### src/hw/rtl/dtmf_pkg.sv
package dtmf_pkg;

  typedef struct packed {
    logic        command;
    logic [3:0]  digit;
    logic [15:0] tone_ms;
  } req_t;

  typedef struct packed {
    logic [7:0] pwm_level;
    logic       tone_active;
    logic       tone_done;
  } rsp_t;

  typedef struct packed {
    logic [15:0] phase_high;
    logic [15:0] phase_low;
    logic [7:0]  step_high;
    logic [7:0]  step_low;
    logic [22:0] tick_count;
    logic [22:0] segment_limit;
    logic [1:0]  note_index;
    logic        tune_falling;
    logic        tune_mode;
    logic        output_on;
  } state_t;

  typedef struct packed {
    logic [1:0] col;
    logic [1:0] row;
  } key_pos_t;

  localparam int unsigned TableSize    = 128;
  localparam int unsigned TableBits    = $clog2(TableSize);
  localparam int unsigned FractionBits = 8;

  // register map, word index = paddr[4:2]
  localparam logic [2:0] RegRowSteps       = 3'd0;
  localparam logic [2:0] RegColumnSteps    = 3'd1;
  localparam logic [2:0] RegBeepSteps      = 3'd2;
  localparam logic [2:0] RegTuneSteps      = 3'd3;
  localparam logic [2:0] RegTicksPerSecond = 3'd4;

  localparam logic [15:0] TicksPerSecondReset = 16'd31250;

  localparam logic CmdTick  = 1'b0;
  localparam logic CmdStart = 1'b1;

  localparam logic [3:0] DigitZero     = 4'd0;
  localparam logic [3:0] DigitStar     = 4'd10;
  localparam logic [3:0] DigitHash     = 4'd11;
  localparam logic [3:0] DigitBeep     = 4'd12;
  localparam logic [3:0] DigitLowBeep  = 4'd13;
  localparam logic [3:0] DigitTuneUp   = 4'd14;
  localparam logic [3:0] DigitTuneDown = 4'd15;

  // x/3 = (x * 43691) >> 17, exact for 16-bit x
  localparam logic [16:0] ThirdRecip = 17'd43691;
  localparam int unsigned ThirdShift = 17;
  // (p>>3)/125 = ((p>>3) * 549755814) >> 36, exact for 29-bit operands
  localparam logic [29:0] MilliRecip = 30'd549755814;
  localparam int unsigned MilliShift = 36;

  localparam logic [6:0] SineTable [128] = '{
    7'd64,  7'd67,  7'd70,  7'd73,  7'd76,  7'd79,  7'd82,  7'd85,
    7'd88,  7'd91,  7'd94,  7'd96,  7'd99,  7'd102, 7'd104, 7'd106,
    7'd109, 7'd111, 7'd113, 7'd115, 7'd117, 7'd118, 7'd120, 7'd121,
    7'd123, 7'd124, 7'd125, 7'd126, 7'd126, 7'd127, 7'd127, 7'd127,
    7'd127, 7'd127, 7'd127, 7'd127, 7'd126, 7'd126, 7'd125, 7'd124,
    7'd123, 7'd121, 7'd120, 7'd118, 7'd117, 7'd115, 7'd113, 7'd111,
    7'd109, 7'd106, 7'd104, 7'd102, 7'd99,  7'd96,  7'd94,  7'd91,
    7'd88,  7'd85,  7'd82,  7'd79,  7'd76,  7'd73,  7'd70,  7'd67,
    7'd64,  7'd60,  7'd57,  7'd54,  7'd51,  7'd48,  7'd45,  7'd42,
    7'd39,  7'd36,  7'd33,  7'd31,  7'd28,  7'd25,  7'd23,  7'd21,
    7'd18,  7'd16,  7'd14,  7'd12,  7'd10,  7'd9,   7'd7,   7'd6,
    7'd4,   7'd3,   7'd2,   7'd1,   7'd1,   7'd0,   7'd0,   7'd0,
    7'd0,   7'd0,   7'd0,   7'd0,   7'd1,   7'd1,   7'd2,   7'd3,
    7'd4,   7'd6,   7'd7,   7'd9,   7'd10,  7'd12,  7'd14,  7'd16,
    7'd18,  7'd21,  7'd23,  7'd25,  7'd28,  7'd31,  7'd33,  7'd36,
    7'd39,  7'd42,  7'd45,  7'd48,  7'd51,  7'd54,  7'd57,  7'd60
  };

  function automatic logic [6:0] sine_at(logic [TableBits-1:0] idx);
    return SineTable[idx];
  endfunction

  function automatic logic [7:0] byte_sel(logic [31:0] word, logic [1:0] n);
    return word[{n, 3'b000} +: 8];
  endfunction

  // keypad position: column selects the high tone, row the low tone
  function automatic key_pos_t key_pos(logic [3:0] digit);
    key_pos_t kp;
    case (digit)
      DigitZero: kp = '{col: 2'd1, row: 2'd3};
      4'd1:      kp = '{col: 2'd0, row: 2'd0};
      4'd2:      kp = '{col: 2'd1, row: 2'd0};
      4'd3:      kp = '{col: 2'd2, row: 2'd0};
      4'd4:      kp = '{col: 2'd0, row: 2'd1};
      4'd5:      kp = '{col: 2'd1, row: 2'd1};
      4'd6:      kp = '{col: 2'd2, row: 2'd1};
      4'd7:      kp = '{col: 2'd0, row: 2'd2};
      4'd8:      kp = '{col: 2'd1, row: 2'd2};
      4'd9:      kp = '{col: 2'd2, row: 2'd2};
      DigitStar: kp = '{col: 2'd0, row: 2'd3};
      DigitHash: kp = '{col: 2'd2, row: 2'd3};
      default:   kp = '{col: 2'd0, row: 2'd0};
    endcase
    return kp;
  endfunction

endpackage

### src/hw/rtl/dtmf_ram.sv
module dtmf_ram #(
  parameter int unsigned Width = 32,
  parameter int unsigned Depth = 16
) (
  input  logic                                       clk_i,
  input  logic                                       we_i,
  input  logic [((Depth > 1) ? $clog2(Depth) : 1)-1:0] waddr_i,
  input  logic [Width-1:0]                           wdata_i,
  input  logic                                       re_i,
  input  logic [((Depth > 1) ? $clog2(Depth) : 1)-1:0] raddr_i,
  output logic [Width-1:0]                           rdata_o
);

  logic [Width-1:0] mem_q [Depth];

  always_ff @(posedge clk_i) begin
    if (we_i) begin
      mem_q[waddr_i] <= wdata_i;
    end
  end

  // read returns the old data on a same-cycle write
  always_ff @(posedge clk_i) begin
    if (re_i) begin
      rdata_o <= mem_q[raddr_i];
    end
  end

endmodule

### src/hw/rtl/dtmf_tone_synthesizer_unit.sv
// Tick request: result passes the front, execute and output registers; one tick per cycle
// sustained while the output is not stalled. Start request: input ready stays low while the
// duration is scaled to ticks through three registered multiplies.
// Tone state lives in a one-entry RAM, read on entry to the execute stage and written back,
// with a forward of the previous write. Reset (rst_ni low, async) silences the output,
// zeroes the tone state and loads ticks_per_second with 31250.
module dtmf_tone_synthesizer_unit (
  input  logic                 clk_i,
  input  logic                 rst_ni,
  input  logic                 in_valid_i,
  output logic                 in_ready_o,
  input  dtmf_pkg::req_t       in_data_i,
  output logic                 out_valid_o,
  input  logic                 out_ready_i,
  output dtmf_pkg::rsp_t       out_data_o,
  input  logic                 psel,
  input  logic                 penable,
  input  logic                 pwrite,
  input  logic [4:0]           paddr,
  input  logic [31:0]          pwdata,
  output logic [31:0]          prdata,
  output logic                 pready
);

  // configuration
  logic [31:0] row_steps_q;
  logic [23:0] column_steps_q;
  logic [15:0] beep_steps_q;
  logic [23:0] tune_steps_q;
  logic [15:0] tps_q;
  logic        cfg_wr;

  assign pready = 1'b1;
  assign cfg_wr = psel & penable & pwrite;

  always_ff @(posedge clk_i or negedge rst_ni) begin
    if (!rst_ni) begin
      row_steps_q    <= '0;
      column_steps_q <= '0;
      beep_steps_q   <= '0;
      tune_steps_q   <= '0;
      tps_q          <= dtmf_pkg::TicksPerSecondReset;
    end else if (cfg_wr) begin
      case (paddr[4:2])
        dtmf_pkg::RegRowSteps:       row_steps_q    <= pwdata;
        dtmf_pkg::RegColumnSteps:    column_steps_q <= pwdata[23:0];
        dtmf_pkg::RegBeepSteps:      beep_steps_q   <= pwdata[15:0];
        dtmf_pkg::RegTuneSteps:      tune_steps_q   <= pwdata[23:0];
        dtmf_pkg::RegTicksPerSecond: tps_q          <= pwdata[15:0];
        default: ;
      endcase
    end
  end

  always_comb begin
    case (paddr[4:2])
      dtmf_pkg::RegRowSteps:       prdata = row_steps_q;
      dtmf_pkg::RegColumnSteps:    prdata = {8'b0, column_steps_q};
      dtmf_pkg::RegBeepSteps:      prdata = {16'b0, beep_steps_q};
      dtmf_pkg::RegTuneSteps:      prdata = {8'b0, tune_steps_q};
      dtmf_pkg::RegTicksPerSecond: prdata = {16'b0, tps_q};
      default:                     prdata = '0;
    endcase
  end

  // front stage: holds a request, scales a start duration to ticks
  logic             f_valid_q;
  dtmf_pkg::req_t   f_req_q;
  logic [1:0]       f_step_q;
  logic             f_is_tune;
  logic             f_done;
  logic             f_move;
  logic             in_acc;
  logic [32:0]      third_prod;
  logic [15:0]      ms_adj_q;
  logic [31:0]      prod1_q;
  logic [58:0]      prod2_q;

  logic             b_valid_q;
  logic             b_fire;
  logic             b_free;

  assign f_is_tune  = (f_req_q.digit == dtmf_pkg::DigitTuneUp) ||
                      (f_req_q.digit == dtmf_pkg::DigitTuneDown);
  assign f_done     = (f_req_q.command == dtmf_pkg::CmdTick) || (f_step_q == 2'd3);
  assign f_move     = f_valid_q && f_done && b_free;
  assign in_ready_o = !f_valid_q || f_move;
  assign in_acc     = in_valid_i && in_ready_o;
  assign third_prod = f_req_q.tone_ms * dtmf_pkg::ThirdRecip;

  always_ff @(posedge clk_i or negedge rst_ni) begin
    if (!rst_ni) begin
      f_valid_q <= 1'b0;
      f_step_q  <= '0;
    end else if (in_acc) begin
      f_valid_q <= 1'b1;
      f_step_q  <= '0;
    end else if (f_move) begin
      f_valid_q <= 1'b0;
    end else if (f_valid_q && !f_done) begin
      f_step_q  <= f_step_q + 2'd1;
    end
  end

  // free-running multiply chain; each register is fed by the one before it
  always_ff @(posedge clk_i) begin
    if (in_acc) begin
      f_req_q <= in_data_i;
    end
    ms_adj_q <= f_is_tune ? third_prod[dtmf_pkg::ThirdShift +: 16] : f_req_q.tone_ms;
    prod1_q  <= ms_adj_q * tps_q;
    prod2_q  <= prod1_q[31:3] * dtmf_pkg::MilliRecip;
  end

  // execute stage
  logic             b_command_q;
  logic [3:0]       b_digit_q;
  logic [22:0]      b_limit_q;
  logic             out_valid_q;
  dtmf_pkg::rsp_t   out_q;

  assign b_fire = b_valid_q && (!out_valid_q || out_ready_i);
  assign b_free = !b_valid_q || b_fire;

  always_ff @(posedge clk_i or negedge rst_ni) begin
    if (!rst_ni) begin
      b_valid_q <= 1'b0;
    end else if (f_move) begin
      b_valid_q <= 1'b1;
    end else if (b_fire) begin
      b_valid_q <= 1'b0;
    end
  end

  always_ff @(posedge clk_i) begin
    if (f_move) begin
      b_command_q <= f_req_q.command;
      b_digit_q   <= f_req_q.digit;
      b_limit_q   <= prod2_q[dtmf_pkg::MilliShift +: 23];
    end
  end

  // state memory with forward of the write issued alongside the read
  dtmf_pkg::state_t st_rdata;
  dtmf_pkg::state_t st_next;
  dtmf_pkg::state_t fwd_data_q;
  dtmf_pkg::state_t cur;
  logic             fwd_sel_q;
  logic             st_init_q;
  logic             rd_init_q;

  dtmf_ram #(
    .Width($bits(dtmf_pkg::state_t)),
    .Depth(1)
  ) u_state_ram (
    .clk_i  (clk_i),
    .we_i   (b_fire),
    .waddr_i('0),
    .wdata_i(st_next),
    .re_i   (f_move),
    .raddr_i('0),
    .rdata_o(st_rdata)
  );

  always_ff @(posedge clk_i or negedge rst_ni) begin
    if (!rst_ni) begin
      fwd_sel_q <= 1'b0;
      st_init_q <= 1'b0;
      rd_init_q <= 1'b0;
    end else begin
      if (b_fire) begin
        st_init_q <= 1'b1;
      end
      if (f_move) begin
        fwd_sel_q <= b_fire;
        rd_init_q <= st_init_q;
      end
    end
  end

  always_ff @(posedge clk_i) begin
    if (f_move) begin
      fwd_data_q <= st_next;
    end
  end

  assign cur = fwd_sel_q ? fwd_data_q : (rd_init_q ? st_rdata : '0);

  // tone arithmetic
  dtmf_pkg::key_pos_t kp;
  dtmf_pkg::rsp_t     rsp;
  logic [15:0] ph_high;
  logic [15:0] ph_low;
  logic [6:0]  sin_a;
  logic [6:0]  sin_b;
  logic        low_on;
  logic [8:0]  mix_a;
  logic [8:0]  mix_b;
  logic [8:0]  level;
  logic [22:0] tc;
  logic        seg_end;
  logic [1:0]  next_note;
  logic [1:0]  note_sel;
  logic [1:0]  start_sel;
  logic        start_falling;

  assign kp        = dtmf_pkg::key_pos(b_digit_q);
  assign ph_high   = cur.phase_high + {8'b0, cur.step_high};
  assign ph_low    = cur.phase_low + {8'b0, cur.step_low};
  assign sin_a     = dtmf_pkg::sine_at(ph_high[dtmf_pkg::FractionBits +: dtmf_pkg::TableBits]);
  assign sin_b     = dtmf_pkg::sine_at(ph_low[dtmf_pkg::FractionBits +: dtmf_pkg::TableBits]);
  assign low_on    = cur.step_low != 8'd0;
  // no low tone: high tone doubled
  assign mix_a     = low_on ? {2'b0, sin_a} : {1'b0, sin_a, 1'b0};
  assign mix_b     = low_on ? {2'b0, sin_b} : 9'd0;
  assign level     = mix_a + mix_b - (mix_b >> 2);
  assign tc        = cur.tick_count + 23'd1;
  assign seg_end   = cur.output_on && (tc > cur.segment_limit);
  assign next_note = cur.note_index + 2'd1;
  assign note_sel  = cur.tune_falling ? (2'd2 - next_note) : next_note;
  assign start_falling = b_digit_q == dtmf_pkg::DigitTuneDown;
  assign start_sel = start_falling ? 2'd2 : 2'd0;

  always_comb begin
    st_next = cur;
    rsp     = '0;
    if (b_command_q == dtmf_pkg::CmdStart) begin
      st_next.tune_mode     = 1'b0;
      st_next.tune_falling  = 1'b0;
      st_next.note_index    = '0;
      st_next.step_low      = '0;
      st_next.segment_limit = b_limit_q;
      st_next.tick_count    = '0;
      st_next.output_on     = 1'b1;
      case (b_digit_q)
        dtmf_pkg::DigitBeep: begin
          st_next.step_high = beep_steps_q[7:0];
        end
        dtmf_pkg::DigitLowBeep: begin
          st_next.step_high = beep_steps_q[15:8];
        end
        dtmf_pkg::DigitTuneUp, dtmf_pkg::DigitTuneDown: begin
          st_next.tune_mode    = 1'b1;
          st_next.tune_falling = start_falling;
          st_next.step_high    = dtmf_pkg::byte_sel({8'b0, tune_steps_q}, start_sel);
        end
        default: begin
          st_next.step_high = dtmf_pkg::byte_sel({8'b0, column_steps_q}, kp.col);
          st_next.step_low  = dtmf_pkg::byte_sel(row_steps_q, kp.row);
        end
      endcase
      rsp.tone_active = 1'b1;
    end else begin
      st_next.phase_high = ph_high;
      if (low_on) begin
        st_next.phase_low = ph_low;
      end
      st_next.tick_count = tc;
      if (seg_end) begin
        if (cur.tune_mode && (cur.note_index < 2'd2)) begin
          st_next.note_index = next_note;
          st_next.step_high  = dtmf_pkg::byte_sel({8'b0, tune_steps_q}, note_sel);
          st_next.tick_count = '0;
        end else begin
          st_next.output_on  = 1'b0;
          st_next.tune_mode  = 1'b0;
          st_next.note_index = '0;
          st_next.step_high  = '0;
          st_next.step_low   = '0;
          rsp.tone_done      = 1'b1;
        end
      end
      rsp.tone_active = cur.output_on;
      rsp.pwm_level   = cur.output_on ? level[7:0] : 8'd0;
    end
  end

  // output register
  always_ff @(posedge clk_i or negedge rst_ni) begin
    if (!rst_ni) begin
      out_valid_q <= 1'b0;
    end else if (b_fire) begin
      out_valid_q <= 1'b1;
    end else if (out_ready_i) begin
      out_valid_q <= 1'b0;
    end
  end

  always_ff @(posedge clk_i) begin
    if (b_fire) begin
      out_q <= rsp;
    end
  end

  assign out_valid_o = out_valid_q;
  assign out_data_o  = out_q;

endmodule

### config.mk
export PLATFORM = sky130hd
export DESIGN_NAME = dtmf_tone_synthesizer_unit
export DESIGN_NICKNAME = d
export VERILOG_FILES = /design/src/hw/rtl/dtmf_pkg.sv /design/src/hw/rtl/dtmf_ram.sv /design/src/hw/rtl/dtmf_tone_synthesizer_unit.sv
export SDC_FILE = /design/constraint.sdc
export NUM_CORES = 2
export LEC_CHECK = 0
export BUFFER_PORTS_ARGS = -buffer_cell sky130_fd_sc_hd__buf_4
export CAP_MARGIN = 20
export CORE_ASPECT_RATIO = 2
export CORE_MARGIN = 2
export CORE_UTILIZATION = 40
export DETAILED_ROUTE_END_ITERATION = 10
export PLACE_DENSITY = 0.61
export SLEW_MARGIN = 10
export SYNTH_ARGS = -nofsm -noshare
export SYNTH_HDL_FRONTEND = slang
export SYNTH_SLANG_ARGS = --single-unit
### constraint.sdc
create_clock -name clk_i -period 11 [get_ports clk_i]
set_input_delay 1.65 -clock clk_i [delete_from_list [all_inputs] [get_ports clk_i]]
set_output_delay 1.65 -clock clk_i [all_outputs]
set_load 0.1 [all_outputs]
==> key figures <==
Timing
  – Setup violators final: 0
  – Hold_ws: 387 ps
  – Max-slew violations: 0
  – Clock skew: 55.0 ps
  – Final TNS setup: 0 ps
  – Worst rel slew slack: 32.2%
  – Minimum clock period: 8440 ps
  – Worst Tran Pin Value: 1020 ps
  – Period utilisation layout: 76.8%
  – RSZ-0062 raised after global routing: no
  – Max Freq: 118 MHz
  – Final Hold Viols: 0

GRT
  – Initial antenna violation count: 7
  – Vias in the first global route: 38,200
  – Global-route wire length before repair: 213,000 µm
  – Pin count of the biggest net entering global routing: 92
  – Gr usage total: 21.2%
  – Grt ovf: 0

Detailed routing
  – Via-per-instance ratio: 5.36
  – Detailed Route Iter0 Violations: 1,651
  – Detailed Routing Iterations Pass 1: 5
  – DRC: 0
  – Routed WL: 136,000 µm
  – Post-route ant nets: 0
  – DR WL/cell: 20.9 µm
  – Via count: 34,900

Floorplan
  – Std cell rows: 185
  – IO Pins: 110
  – Die Wd: 257 µm
  – Starting Density: 40.3%
  – Die area: 131,000 µm²
  – Core Region: 127,000 µm²
  – Die height: 509 µm

Synth
  – Flops & latches, synth: 542
  – FFs w/ async S/R, synth: 22.1%
  – Synth Area in Simple Gates: 8.04%
  – Top-count cell post-synth: inv_1
  – Post-synthesis sequential area ratio: 29.3%
  – Synthesized area: 51,100 µm²
  – Synth top area share: 21.5%
  – Post-synth EDFFs: 350
  – Adder-Cell Fraction of Synth Area: 37.9%
  – Synth top cells by count: inv_1, ha_1, fa_1
  – Main synth FF type: edfxtp_1
  – Post-synthesis compound-gate area fraction: 9.00%
  – Synth area leader: fa_1
  – Ranking of synthesized cells by area: fa_1, edfxtp_1, ha_1
  – Post-Syn Instances: 4,736
  – Largest family of logic cells by synthesized area: adder cells
  – Synth warn: 0
  – Mux cell area share after synthesis: 5.10%
  – Net Count, Synth: 6,019
  – Synth cell types: 105
  – Syn Area/Cell: 10.8 µm²
  – Xor and xnor area share after synthesis: 2.30%

Placement
  – Placed cells: 6,410
  – GP Congestion: 0.924
  – IO buf count: 106
  – DP Area: 53,700 µm²
  – Detailed Place HPWL: 110,000 µm

Critical path
  – Crit-path max cell delay: 890 ps
  – Critical Path AT: 8860 ps
  – Crit. End Element: register
  – Crit-path slowest cell: a2111oi_4
  – Worst-path maximum fanout: 43
  – Worst setup SP type: register
  – Delay-heaviest family, CP: compound AO/OA/AOI/OAI gates
  – Most Frequent Cell on Critical Path: a21oi_1
  – Buf+Inv Stages, Crit Path: 2
  – CP Data Required Time: 11,420 ps
  – WS Path Type: register to register

Run status
  – Outcome: completed

Clocking
  – CTS Hold Buffers Added: 0
  – Clk Latency, worst-skew pair: 660 ps
  – Post-CTS setup buffer count: 0
  – Root Buffer: clkbuf_16
  – CTS tree: built
  – TritonCTS Buffers: 53
  – CTS resizes: 0
  – CTS sink count: 542
  – Clock Tree Buf Depth: 3
  – Clock slew at reported path FFs: 70 ps
  – H-tree levels: 2

Final layout
  – Layout net count: 6,068
  – Fraction of layout cells with a size suffix above 1: 9.59%
  – Fin area: 55,600 µm²
  – Finished Layout Cells: 6,516
  – Area grow syn2layout: 8.75%

Run
  – Max Cap Viol: 0

Hold path
  – Hold Path Class: register to register
-- per-stage QoR --
| stage | setup slack (ps) | utilization (%) |
|---|---|---|
| 6_report | 2560 | 43.8 |
| 5_1_grt | 2040 | 43.8 |
| 4_1_cts | 2670 | 43.8 |
| 3_5_place_dp | 2690 | 42.3 |
| 3_3_place_gp | 2670 | 42.3 |
| 2_1_floorplan | 3360 | - |
-- metal layers --
layer / vias up / part of all wire, % / global-route usage (%)
met3: 407 / 3.9 / 2.29
li1: 15900 / - / -
met1: 17700 / 33 / 20.5
met5: - / 0.043 / 0
met4: 10 / 6.4 / 12.1
met2: 913 / 57 / 42.6
-- path summary, 6_finish.rpt --
kind | end | from | slack (ps) | cells after the start
worst max register to register | out_data_o[9] | fwd_sel_q | 2560 | 28
max in group asynchronous | tune_steps_q[4] | rst_ni | 8620 | 2
worst min register to register | b_limit_q[1] | prod2_q[37] | 390 | 0
worst max-delay path | out_data_o[9] | fwd_sel_q | 2560 | 28
worst min-delay path | b_limit_q[1] | prod2_q[37] | 390 | 0
min in group asynchronous | row_steps_q[18] | rst_ni | 960 | 1
-- final cells by class --
type	instances	area, µm²
well taps	1683	2110
inverters	940	3540
flip-flops and latches	542	15000
repair buffers	158	1200
clock inverters	31	340
clock buffers	68	1510
fillers	12200	71300
diodes	4	10.0
multi-input cells	3090	31900
-- kinds of logic after synthesis --
kind of cell / count (synthesis)
other cells: 1
xor+xnor: 131
flops: 542
fa+ha+maj: 1221
buf+inv: 1104
simple gates: 840
compound gates: 676
mux: 221
-- registers in the layout, indices dropped and copies added (netlist names), 10 cells and up --
name                 cells
fwd_data_q              97
u_state_ram.mem_q       97
u_state_ram.rdata_o     97
row_steps_q             32
prod1_q                 29
column_steps_q          24
tune_steps_q            24
b_limit_q               23
prod2_q                 23
f_req_q                 21
beep_steps_q            16
ms_adj_q                16
tps_q                   16
out_data_o              10
-- cell usage in the layout, fill, tap and decap left out, drive strengths merged, types with 14 or more instances in the layout --
cell and instances:
nor3 45, fa 548, o21a 19, a31oi 28
nor2 137, nand2b 25, clkinv 17, and3 16
a22o 33, nand2 318, or3 20, o21bai 18
ha 670, edfxtp 350, xnor2 75, mux4 18
dfrtp 113, o21ai 121, dfxtp 72, inv 946
o22ai 24, and2 119, o211ai 25, mux2i 67
a21oi 147, a211oi 22, or2 14, xor2 56
a22oi 92, nand4 15, nor2b 26, buf 158
mux2 136, nor3b 17, a21o 48, nand3 55
clkbuf 68
Power is not shown: default switching activity piles up to over one toggle a cycle in this logic, so the estimate is an artifact.
